==> config.mk <==
export PLATFORM = sky130hd
export DESIGN_NAME = contiguous_block_allocator_unit
export DESIGN_NICKNAME = d
export VERILOG_FILES = /design/src/rtl/cba_pkg.sv /design/src/rtl/contiguous_block_allocator_unit.sv /design/src/rtl/cba_ctrl.sv /design/src/rtl/cba_datapath.sv
export SDC_FILE = /design/constraint.sdc
export NUM_CORES = 2
export LEC_CHECK = 0
export BUFFER_PORTS_ARGS = -buffer_cell sky130_fd_sc_hd__buf_4
export CELL_PAD_IN_SITES_DETAIL_PLACEMENT = 0
export CELL_PAD_IN_SITES_GLOBAL_PLACEMENT = 1
export CORE_MARGIN = 1.5
export CORE_UTILIZATION = 49
export DETAILED_ROUTE_END_ITERATION = 12
export PLACE_DENSITY = 0.78
export SYNTH_ARGS = -nofsm -noshare
export SYNTH_HDL_FRONTEND = slang
export SYNTH_SLANG_ARGS = --single-unit
==> constraint.sdc <==
create_clock -name clk_i -period 32.4 [get_ports clk_i]
set_input_delay 4.86 -clock clk_i [delete_from_list [all_inputs] [get_ports clk_i]]
set_output_delay 4.86 -clock clk_i [all_outputs]
set_load 0.02 [all_outputs]
==> src/rtl/cba_pkg.sv <==
`timescale 1ns / 1ps
// ----------------------------------------------------------------------------
// cba_pkg
// Shared types and constants of the contiguous block allocator.
// ----------------------------------------------------------------------------
package cba_pkg;

  localparam int NUM_BLOCKS = 128;
  localparam int IDX_W   = 7;
  localparam int CNT_W   = 8;
  localparam int BS_W    = 16;
  localparam int BYTES_W = 23;
  localparam int ENT_W   = 3 + CNT_W;  // used, multi, start, run count

  localparam logic [1:0] FUNC_ALLOC = 2'd0;
  localparam logic [1:0] FUNC_FREE  = 2'd1;
  localparam logic [1:0] FUNC_QUERY = 2'd2;

  localparam logic [1:0] ST_OK       = 2'd0;
  localparam logic [1:0] ST_NOSPACE  = 2'd1;
  localparam logic [1:0] ST_BADINDEX = 2'd2;

  localparam logic [BS_W-1:0] BLOCK_SIZE_RST = 16'd16;

  typedef enum logic [4:0] {
    CS_CLEAR,
    CS_IDLE,
    CS_DISPATCH,
    CS_ARD,
    CS_AEV,
    CS_MARK,
    CS_NRD,
    CS_NEV,
    CS_FRD,
    CS_FEV,
    CS_WRD,
    CS_WEV,
    CS_REL,
    CS_FFIN,
    CS_RESP
  } ctl_state_e;

  typedef enum logic [4:0] {
    OP_NONE,
    OP_CLR,
    OP_LOAD,
    OP_ERR_NOSPACE,
    OP_ERR_BAD,
    OP_SCAN_INIT,
    OP_SCAN_STEP,
    OP_FOUND,
    OP_MARK,
    OP_NF_STEP,
    OP_NF_SET,
    OP_NF_FULL,
    OP_FIND_INIT,
    OP_WALK_BACK,
    OP_WALK_DONE,
    OP_REL,
    OP_FREE_FIN,
    OP_RESP
  } dp_op_e;

  typedef struct packed {
    dp_op_e op;
  } dp_cmd_t;

  typedef struct packed {
    logic [1:0] func;
    logic       cnt_bad;
    logic       ff_full;
    logic       idx_bad;
    logic       used;
    logic       start_or_zero;
    logic       run_hit;
    logic       at_end;
    logic       rem_last;
    logic       len_zero;
    logic       start_is_ff;
    logic       out_free;
  } dp_status_t;

endpackage

==> src/rtl/contiguous_block_allocator_unit.sv <==
`timescale 1ns / 1ps
// ----------------------------------------------------------------------------
// contiguous_block_allocator_unit
// First-fit allocator over one pool of fixed-size blocks.
// ----------------------------------------------------------------------------
// One item at a time; the block table is a single-port memory with a
// registered read, so each examined block passes through a read state and
// an evaluate state. Allocate scans from the hint, marks the run and, if
// the run began at the hint, scans on for the new hint; free and query walk
// back to the run's start, and free then releases each block of the run.
// After reset a clearing pass over all NUM_BLOCKS entries runs before the
// first item is taken; the block size register is writable at any time. A
// result waits in an output register.
module contiguous_block_allocator_unit (
  input  logic                        clk_i,
  input  logic                        rst_ni,
  input  logic                        in_valid_i,
  output logic                        in_ready_o,
  input  logic [1:0]                  func_i,
  input  logic [cba_pkg::CNT_W-1:0]   count_i,
  input  logic [cba_pkg::IDX_W-1:0]   block_index_i,
  output logic                        out_valid_o,
  input  logic                        out_ready_i,
  output logic [1:0]                  status_o,
  output logic [cba_pkg::IDX_W-1:0]   start_index_o,
  output logic [cba_pkg::CNT_W-1:0]   run_length_o,
  output logic [cba_pkg::BYTES_W-1:0] run_bytes_o,
  input  logic                        cfg_valid_i,
  output logic                        cfg_ready_o,
  input  logic [cba_pkg::BS_W-1:0]    cfg_block_size_i
);

  cba_pkg::dp_cmd_t    cmd;
  cba_pkg::dp_status_t st;

  assign cfg_ready_o = 1'b1;

  cba_ctrl u_ctrl (
    .clk_i      (clk_i),
    .rst_ni     (rst_ni),
    .in_valid_i (in_valid_i),
    .in_ready_o (in_ready_o),
    .st_i       (st),
    .cmd_o      (cmd)
  );

  cba_datapath u_dp (
    .clk_i            (clk_i),
    .rst_ni           (rst_ni),
    .cmd_i            (cmd),
    .st_o             (st),
    .func_i           (func_i),
    .count_i          (count_i),
    .block_index_i    (block_index_i),
    .cfg_valid_i      (cfg_valid_i),
    .cfg_block_size_i (cfg_block_size_i),
    .out_valid_o      (out_valid_o),
    .out_ready_i      (out_ready_i),
    .status_o         (status_o),
    .start_index_o    (start_index_o),
    .run_length_o     (run_length_o),
    .run_bytes_o      (run_bytes_o)
  );

endmodule

==> src/rtl/cba_ctrl.sv <==
`timescale 1ns / 1ps
// ----------------------------------------------------------------------------
// cba_ctrl
// Sequencer: clearing pass, first-fit scan, marking, run walk and release.
// ----------------------------------------------------------------------------
module cba_ctrl (
  input  logic               clk_i,
  input  logic               rst_ni,
  input  logic               in_valid_i,
  output logic               in_ready_o,
  input  cba_pkg::dp_status_t st_i,
  output cba_pkg::dp_cmd_t    cmd_o
);

  cba_pkg::ctl_state_e state_q, state_d;

  always_ff @(posedge clk_i or negedge rst_ni) begin
    if (!rst_ni) begin
      state_q <= cba_pkg::CS_CLEAR;
    end else begin
      state_q <= state_d;
    end
  end

  always_comb begin
    state_d    = state_q;
    cmd_o.op   = cba_pkg::OP_NONE;
    in_ready_o = 1'b0;
    case (state_q)
      cba_pkg::CS_CLEAR: begin
        cmd_o.op = cba_pkg::OP_CLR;
        if (st_i.at_end) state_d = cba_pkg::CS_IDLE;
      end
      cba_pkg::CS_IDLE: begin
        in_ready_o = 1'b1;
        if (in_valid_i) begin
          cmd_o.op = cba_pkg::OP_LOAD;
          state_d  = cba_pkg::CS_DISPATCH;
        end
      end
      cba_pkg::CS_DISPATCH: begin
        if (st_i.func == cba_pkg::FUNC_ALLOC) begin
          if (st_i.cnt_bad || st_i.ff_full) begin
            cmd_o.op = cba_pkg::OP_ERR_NOSPACE;
            state_d  = cba_pkg::CS_RESP;
          end else begin
            cmd_o.op = cba_pkg::OP_SCAN_INIT;
            state_d  = cba_pkg::CS_ARD;
          end
        end else if ((st_i.func == cba_pkg::FUNC_FREE ||
                      st_i.func == cba_pkg::FUNC_QUERY) && !st_i.idx_bad) begin
          cmd_o.op = cba_pkg::OP_FIND_INIT;
          state_d  = cba_pkg::CS_FRD;
        end else begin
          cmd_o.op = cba_pkg::OP_ERR_BAD;
          state_d  = cba_pkg::CS_RESP;
        end
      end
      cba_pkg::CS_ARD: state_d = cba_pkg::CS_AEV;
      cba_pkg::CS_AEV: begin
        if (st_i.run_hit) begin
          cmd_o.op = cba_pkg::OP_FOUND;
          state_d  = cba_pkg::CS_MARK;
        end else if (st_i.at_end) begin
          cmd_o.op = cba_pkg::OP_ERR_NOSPACE;
          state_d  = cba_pkg::CS_RESP;
        end else begin
          cmd_o.op = cba_pkg::OP_SCAN_STEP;
          state_d  = cba_pkg::CS_ARD;
        end
      end
      cba_pkg::CS_MARK: begin
        cmd_o.op = cba_pkg::OP_MARK;
        if (st_i.rem_last) begin
          // hint moves only if the run began at it
          if (st_i.start_is_ff && !st_i.at_end) state_d = cba_pkg::CS_NRD;
          else                                  state_d = cba_pkg::CS_RESP;
        end
      end
      cba_pkg::CS_NRD: state_d = cba_pkg::CS_NEV;
      cba_pkg::CS_NEV: begin
        if (!st_i.used) begin
          cmd_o.op = cba_pkg::OP_NF_SET;
          state_d  = cba_pkg::CS_RESP;
        end else if (st_i.at_end) begin
          cmd_o.op = cba_pkg::OP_NF_FULL;
          state_d  = cba_pkg::CS_RESP;
        end else begin
          cmd_o.op = cba_pkg::OP_NF_STEP;
          state_d  = cba_pkg::CS_NRD;
        end
      end
      cba_pkg::CS_FRD: state_d = cba_pkg::CS_FEV;
      cba_pkg::CS_WRD: state_d = cba_pkg::CS_WEV;
      cba_pkg::CS_FEV, cba_pkg::CS_WEV: begin
        if (state_q == cba_pkg::CS_FEV && !st_i.used) begin
          cmd_o.op = cba_pkg::OP_ERR_BAD;
          state_d  = cba_pkg::CS_RESP;
        end else if (st_i.start_or_zero) begin
          cmd_o.op = cba_pkg::OP_WALK_DONE;
          if (st_i.func != cba_pkg::FUNC_FREE) state_d = cba_pkg::CS_RESP;
          else if (st_i.len_zero)              state_d = cba_pkg::CS_FFIN;
          else                                 state_d = cba_pkg::CS_REL;
        end else begin
          cmd_o.op = cba_pkg::OP_WALK_BACK;
          state_d  = cba_pkg::CS_WRD;
        end
      end
      cba_pkg::CS_REL: begin
        cmd_o.op = cba_pkg::OP_REL;
        if (st_i.rem_last) state_d = cba_pkg::CS_FFIN;
      end
      cba_pkg::CS_FFIN: begin
        cmd_o.op = cba_pkg::OP_FREE_FIN;
        state_d  = cba_pkg::CS_RESP;
      end
      cba_pkg::CS_RESP: begin
        if (st_i.out_free) begin
          cmd_o.op = cba_pkg::OP_RESP;
          state_d  = cba_pkg::CS_IDLE;
        end
      end
      default: state_d = cba_pkg::CS_IDLE;
    endcase
  end

endmodule

==> src/rtl/cba_datapath.sv <==
`timescale 1ns / 1ps
// ----------------------------------------------------------------------------
// cba_datapath
// Block table memory, scan/walk address, hint, usage total and result register.
// ----------------------------------------------------------------------------
module cba_datapath (
  input  logic                          clk_i,
  input  logic                          rst_ni,
  input  cba_pkg::dp_cmd_t              cmd_i,
  output cba_pkg::dp_status_t           st_o,
  input  logic [1:0]                    func_i,
  input  logic [cba_pkg::CNT_W-1:0]     count_i,
  input  logic [cba_pkg::IDX_W-1:0]     block_index_i,
  input  logic                          cfg_valid_i,
  input  logic [cba_pkg::BS_W-1:0]      cfg_block_size_i,
  output logic                          out_valid_o,
  input  logic                          out_ready_i,
  output logic [1:0]                    status_o,
  output logic [cba_pkg::IDX_W-1:0]     start_index_o,
  output logic [cba_pkg::CNT_W-1:0]     run_length_o,
  output logic [cba_pkg::BYTES_W-1:0]   run_bytes_o
);

  localparam int NUM_BLOCKS = cba_pkg::NUM_BLOCKS;
  localparam int AW = (NUM_BLOCKS > 1) ? $clog2(NUM_BLOCKS) : 1;
  localparam int FW = AW + 1;
  localparam int UW = $clog2(NUM_BLOCKS + 1);
  localparam int CW = cba_pkg::CNT_W;
  localparam int PW = CW + cba_pkg::BS_W;

  // Block table: {used, multi, start, run count}
  logic [cba_pkg::ENT_W-1:0] mem_q [NUM_BLOCKS];
  logic [cba_pkg::ENT_W-1:0] rdata_q;
  logic                      mem_we;
  logic [cba_pkg::ENT_W-1:0] mem_wdata;

  logic [1:0]              func_q;
  logic [CW-1:0]           cnt_q, run_q, run_d, rem_q, rem_d, len_q, len_d;
  logic [cba_pkg::IDX_W-1:0] idx_q;
  logic [AW-1:0]           addr_q, addr_d, start_q, start_d;
  logic [FW-1:0]           ff_q, ff_d;
  logic [UW-1:0]           ut_q, ut_d, ut_free;
  logic [1:0]              rsp_q, rsp_d;
  logic [cba_pkg::BS_W-1:0] bs_q;

  logic                    out_valid_q;
  logic [1:0]              out_status_q;
  logic [cba_pkg::IDX_W-1:0] out_start_q;
  logic [CW-1:0]           out_len_q;
  logic [cba_pkg::BYTES_W-1:0] out_bytes_q;

  logic          rd_used, rd_multi, rd_start;
  logic [CW-1:0] rd_rc;
  logic [CW-1:0] len_cand, len_clip;
  logic [FW-1:0] room;
  logic [PW-1:0] prod;
  logic          at_end;

  assign rd_used  = rdata_q[cba_pkg::ENT_W-1];
  assign rd_multi = rdata_q[cba_pkg::ENT_W-2];
  assign rd_start = rdata_q[cba_pkg::ENT_W-3];
  assign rd_rc    = rdata_q[CW-1:0];
  assign at_end   = (addr_q == AW'(NUM_BLOCKS - 1));

  // Run length at the run's start, clipped to the end of the pool
  assign len_cand = rd_multi ? rd_rc : CW'(1);
  assign room     = FW'(NUM_BLOCKS) - {1'b0, addr_q};
  assign len_clip = ({{(FW > CW ? FW - CW : 0){1'b0}}, len_cand} > FW'(room)) ?
                    CW'(room) : len_cand;

  assign ut_free  = (ut_q > UW'(len_q)) ? ut_q - UW'(len_q) : '0;

  always_comb begin
    st_o.func          = func_q;
    st_o.cnt_bad       = (cnt_q == '0) || (int'(cnt_q) > NUM_BLOCKS);
    st_o.ff_full       = (ff_q >= FW'(NUM_BLOCKS));
    st_o.idx_bad       = (int'(idx_q) >= NUM_BLOCKS);
    st_o.used          = rd_used;
    st_o.start_or_zero = rd_start || (addr_q == '0);
    st_o.run_hit       = !rd_used && (({1'b0, run_q} + 9'd1) == {1'b0, cnt_q});
    st_o.at_end        = at_end;
    st_o.rem_last      = (rem_q <= CW'(1));
    st_o.len_zero      = (len_clip == '0);
    st_o.start_is_ff   = ({1'b0, start_q} == ff_q);
    st_o.out_free      = !out_valid_q || out_ready_i;
  end

  always_comb begin
    addr_d    = addr_q;
    run_d     = run_q;
    rem_d     = rem_q;
    len_d     = len_q;
    start_d   = start_q;
    ff_d      = ff_q;
    ut_d      = ut_q;
    rsp_d     = rsp_q;
    mem_we    = 1'b0;
    mem_wdata = '0;
    case (cmd_i.op)
      cba_pkg::OP_CLR: begin
        mem_we = 1'b1;
        addr_d = at_end ? '0 : addr_q + AW'(1);
      end
      cba_pkg::OP_LOAD: rsp_d = cba_pkg::ST_OK;
      cba_pkg::OP_ERR_NOSPACE: begin
        rsp_d = cba_pkg::ST_NOSPACE;
        len_d = '0;
        start_d = '0;
      end
      cba_pkg::OP_ERR_BAD: begin
        rsp_d = cba_pkg::ST_BADINDEX;
        len_d = '0;
        start_d = '0;
      end
      cba_pkg::OP_SCAN_INIT: begin
        addr_d = ff_q[AW-1:0];
        run_d  = '0;
      end
      cba_pkg::OP_SCAN_STEP: begin
        run_d  = rd_used ? '0 : run_q + CW'(1);
        addr_d = addr_q + AW'(1);
      end
      cba_pkg::OP_FOUND: begin
        start_d = AW'(int'(addr_q) + 1 - int'(cnt_q));
        addr_d  = AW'(int'(addr_q) + 1 - int'(cnt_q));
        rem_d   = cnt_q;
        len_d   = cnt_q;
      end
      cba_pkg::OP_MARK: begin
        mem_we    = 1'b1;
        mem_wdata = {1'b1, (cnt_q > CW'(1)), (addr_q == start_q),
                     (addr_q == start_q) ? cnt_q : CW'(0)};
        addr_d    = addr_q + AW'(1);
        rem_d     = rem_q - CW'(1);
        if (rem_q == CW'(1)) begin
          ut_d = UW'(ut_q + UW'(cnt_q));
          if (({1'b0, start_q} == ff_q) && at_end) ff_d = FW'(NUM_BLOCKS);
        end
      end
      cba_pkg::OP_NF_STEP: addr_d = addr_q + AW'(1);
      cba_pkg::OP_NF_SET:  ff_d = {1'b0, addr_q};
      cba_pkg::OP_NF_FULL: ff_d = FW'(NUM_BLOCKS);
      cba_pkg::OP_FIND_INIT: addr_d = AW'(idx_q);
      cba_pkg::OP_WALK_BACK: addr_d = addr_q - AW'(1);
      cba_pkg::OP_WALK_DONE: begin
        start_d = addr_q;
        len_d   = len_clip;
        rem_d   = len_clip;
      end
      cba_pkg::OP_REL: begin
        mem_we = 1'b1;
        addr_d = addr_q + AW'(1);
        rem_d  = rem_q - CW'(1);
      end
      cba_pkg::OP_FREE_FIN: begin
        ut_d = ut_free;
        if (ut_free == '0)                ff_d = '0;
        else if ({1'b0, start_q} < ff_q) ff_d = {1'b0, start_q};
      end
      default: ;
    endcase
  end

  always_ff @(posedge clk_i) begin
    if (mem_we) mem_q[addr_q] <= mem_wdata;
    rdata_q <= mem_q[addr_q];
  end

  always_ff @(posedge clk_i or negedge rst_ni) begin
    if (!rst_ni) begin
      addr_q      <= '0;
      ff_q        <= '0;
      ut_q        <= '0;
      bs_q        <= cba_pkg::BLOCK_SIZE_RST;
      out_valid_q <= 1'b0;
    end else begin
      addr_q <= addr_d;
      ff_q   <= ff_d;
      ut_q   <= ut_d;
      if (cfg_valid_i) bs_q <= cfg_block_size_i;
      if (cmd_i.op == cba_pkg::OP_RESP) out_valid_q <= 1'b1;
      else if (out_ready_i)             out_valid_q <= 1'b0;
    end
  end

  assign prod = PW'(len_q) * PW'(bs_q);

  always_ff @(posedge clk_i) begin
    run_q   <= run_d;
    rem_q   <= rem_d;
    len_q   <= len_d;
    start_q <= start_d;
    rsp_q   <= rsp_d;
    if (cmd_i.op == cba_pkg::OP_LOAD) begin
      func_q <= func_i;
      cnt_q  <= count_i;
      idx_q  <= block_index_i;
    end
    if (cmd_i.op == cba_pkg::OP_RESP) begin
      out_status_q <= rsp_q;
      out_start_q  <= cba_pkg::IDX_W'(start_q);
      out_len_q    <= len_q;
      // saturate to the 23-bit byte field
      out_bytes_q  <= (prod > PW'({cba_pkg::BYTES_W{1'b1}})) ?
                      {cba_pkg::BYTES_W{1'b1}} : cba_pkg::BYTES_W'(prod);
    end
  end

  assign out_valid_o   = out_valid_q;
  assign status_o      = out_status_q;
  assign start_index_o = out_start_q;
  assign run_length_o  = out_len_q;
  assign run_bytes_o   = out_bytes_q;

endmodule

==> impl_results.md <==
* Status: completed
* Top delay family on crit path: simple AND/OR/NAND/NOR gates
* DR pass1 iterations at 7
* CTS Buf Count at 157
* Dpl hpwl at roughly 100000 um
* Initial antenna violation count at 1
* Num ports at 81
* Mux contribution to synthesized area at 0.603%
* Syn avg cell area at 15.7 um^2
* Cts repair resizes at 0
* RePlAce Congestion at between 0.8 and 0.9
* CTS tree: built
* Compound-Gate Fraction of Synth Area at 12.9%
* Synth Area in XOR/XNOR at 0.998%
* Minimum clock period after layout at between 7000 and 8000 ps
* Post-CTS Setup Bufs at 0
* Max cap viols at 0
* Netlist Area Pre-Place at between 60000 and 70000 um^2
* Post-Synth Simple-Gate Area at under 10%
* Die W at roughly 360 um
* Max VDD drop at between 0.1 and 0.15 mV
* Syn-to-layout area delta at 13.4%
* Required @ worst endpoint at ~28000 ps
* #FFs+latches synth at around 1600
* Post-route DRC violation count at 0
* Vias in the first global route at ~37000
* Max Clock Skew at about 45 ps
* Number of routed nets with antenna violations at 0
* Synth async-reset ratio at under 10%
* Kind of critical path: register to output port
* Met1 Usage GRT at a little over a third
* Gr ovfl total at 0
* Via count at 38430
* Register area share after synthesis at around 73%
* Maximum level of the CTS H-tree at 4
* Setup TNS Final at 0 ps
* Layer with the highest usage: met2
* Clock sink total at about 1600
* Final hold vios at 0
* Share of cells above drive strength 1 at between 10 and 15%
* Vias/cell at between 6 and 7
* Dominant synthesized flop cell: edfxtp_1
* Worst Tran Pin Value at 1320 ps
* Die Ht at 364 um
* Clock Tree Root: clkbuf_16
* Multi-input logic area at 16000 um^2
* Worst-Skew Late Latency at about 810 ps
* Grt met2 use at approximately two fifths
* CP bufs+invs at 2
* Post-Synthesis Cells at 4053
* Fill count at roughly 9900
* Met3 usage in global routing at 4.86%
* Initial Util at between 40% and 50%
* Slowest cell on the critical path: dfrtp_1
* RSZ-0062 raised after global routing: false
* Worst-path cell chain: nor2_1 -> nand3_1 -> inv_1 -> buf_4
* Port Buf Inserts at 79
* Leakage power at around 23 nW
* Core ar. at roughly 130000 um^2
* Final worst slack at between 20000 and 30000 ps
* Pwr Total at ~7 mW
* Number of synthesized flops with an enable pin at 1498
* Dpl ws at around 25000 ps
* Post-Route WL at 172000 um
* PwrDens at roughly 100 nW/um^2
* Total GRT Usage at around 26%
* Most common cell after layout, fill and taps aside: edfxtp_1
* Final Cycle Share at 22.5%
* Post-Syn Nets at roughly 4300
* Yosys warning count at 0
* Crit path DAT at ~2400 ps
* Count of final setup violators at 0
* Total Nets Final at ~4400
* Distinct cells, synth at 90
* Crit-path max cell delay at slightly below 600 ps
* CP max FO at 19
* First-pass GRT wire length at around 250000 um
* Clk slew on worst S/H paths at approximately 60 ps
* Die Area at between 100000 and 150000 um^2
* Starting DRT DRC Count at ~4700
* Row count at around 130
* Hold crit path type: register to register
* Clock Path Buffers at 3
* Slew margin rel. at 11.6%
* Largest family of logic cells by synthesized area: compound AO/OA/AOI/OAI gates
* WL per Instance at approximately 28 um
* CP Capture Type: output port
* Worst hold margin at between 400 and 500 ps
* Adder-Cell Fraction of Synth Area at 4.56%
* Post-CTS Hold Fix Bufs at 0
* Storage cell area at between 40000 and 50000 um^2
* Slew Viols, Final at 0
* Fmax at between 100 and 150 MHz
* Crit path launch type: register
* Pin count of the biggest net entering global routing at about 110
* Most frequent cells in the layout: edfxtp_1 (1498), a22oi_1 (560), buf_4 (223)
## logic make-up (layout without fill, tap and decap cells)
logic type,count (synthesis),in the layout
other,1,2
DFF,1553,1553
and+or+nand+nor,731,731
xor gates and xnor gates,71,71
adders and majority gates,180,180
buffers and inverters,391,667
muxes,32,32
AOI/OAI and AO/OA,1094,1094
## path summary, 6_finish.rpt
kind | end | cells after the start | slack (ps) | from
max in group asynchronous | u_dp.addr_q[4] | 1 | 27830 | rst_ni
min in group asynchronous | u_dp.addr_q[2] | 1 | 4100 | rst_ni
worst max register to register | u_dp.run_bytes_o[22] | 18 | 26070 | u_dp.len_q[3]
worst min-delay path | u_dp.status_o[0] | 0 | 420 | u_dp.rsp_q[0]
worst max-delay path | in_ready_o | 4 | 25120 | u_ctrl.state_q[3]
worst min register to register | u_dp.status_o[0] | 0 | 420 | u_dp.rsp_q[0]
## state kept, by name, indices dropped and copies added, names as in the netlist, 11 cells and up
name / flops
u_dp.mem_q: 1408
u_dp.bs_q: 16
u_dp.run_bytes_o: 23
u_dp.rdata_q: 11
## metal layers
metal	vias to the layer above	share of wire [%]
li1	16496	-
met2	1999	48
met5	-	0.0075
met4	2	2.9
met1	19653	40
met3	280	9.3
## report_power, final
| group | switching, mW | internal, mW |
|---|---|---|
| combinational | 1.78 | 1.07 |
| clock | 0.776 | 1.07 |
| sequential | 0.115 | 2.38 |
| total | 2.67 | 4.52 |
## metrics by stage
stage / instance area [um^2] / instances / util [%]
2_1_floorplan: 63700 / 4053 / -
3_3_place_gp: 66900 / 5784 / 51.8
3_5_place_dp: 66900 / 5784 / 51.8
4_1_cts: 72200 / 6071 / 55.8
5_1_grt: 72200 / 6071 / 55.8
6_report: 72200 / 6072 / 55.8
## area by class of cell
| type | instances | area share [%] |
|---|---|---|
| tap | 1742 | 3.02 |
| sequential | 1553 | 64.1 |
| clock inverter | 86 | 1.46 |
| inverter | 148 | 0.769 |
| timing repair buffer | 232 | 2.57 |
| multi-input combinational | 2109 | 22.2 |
| antenna | 1 | 0.00347 |
| clock buffer | 201 | 5.83 |
## cells in the mapped netlist, types with 35 or more instances
cell type / instances / area [um^2]
nand3_1: 43 / 215
dfrtp_1: 43 / 1080
a22oi_1: 560 / 4200
xnor2_1: 41 / 359
and2_1: 136 / 851
a221oi_1: 87 / 762
ha_1: 93 / 1160
nor4_1: 35 / 219
clkbuf_1: 176 / 661
fa_1: 87 / 1740
o21ai_0: 67 / 335
a41oi_1: 41 / 359
nand2_1: 119 / 447
edfxtp_1: 1498 / 45000
nand4_1: 87 / 544
a22o_1: 90 / 788
a21oi_1: 67 / 335
a31oi_1: 63 / 394
inv_1: 146 / 548
buf_1: 45 / 169
nor2_1: 210 / 788
(Power assumes the default switching activity.)
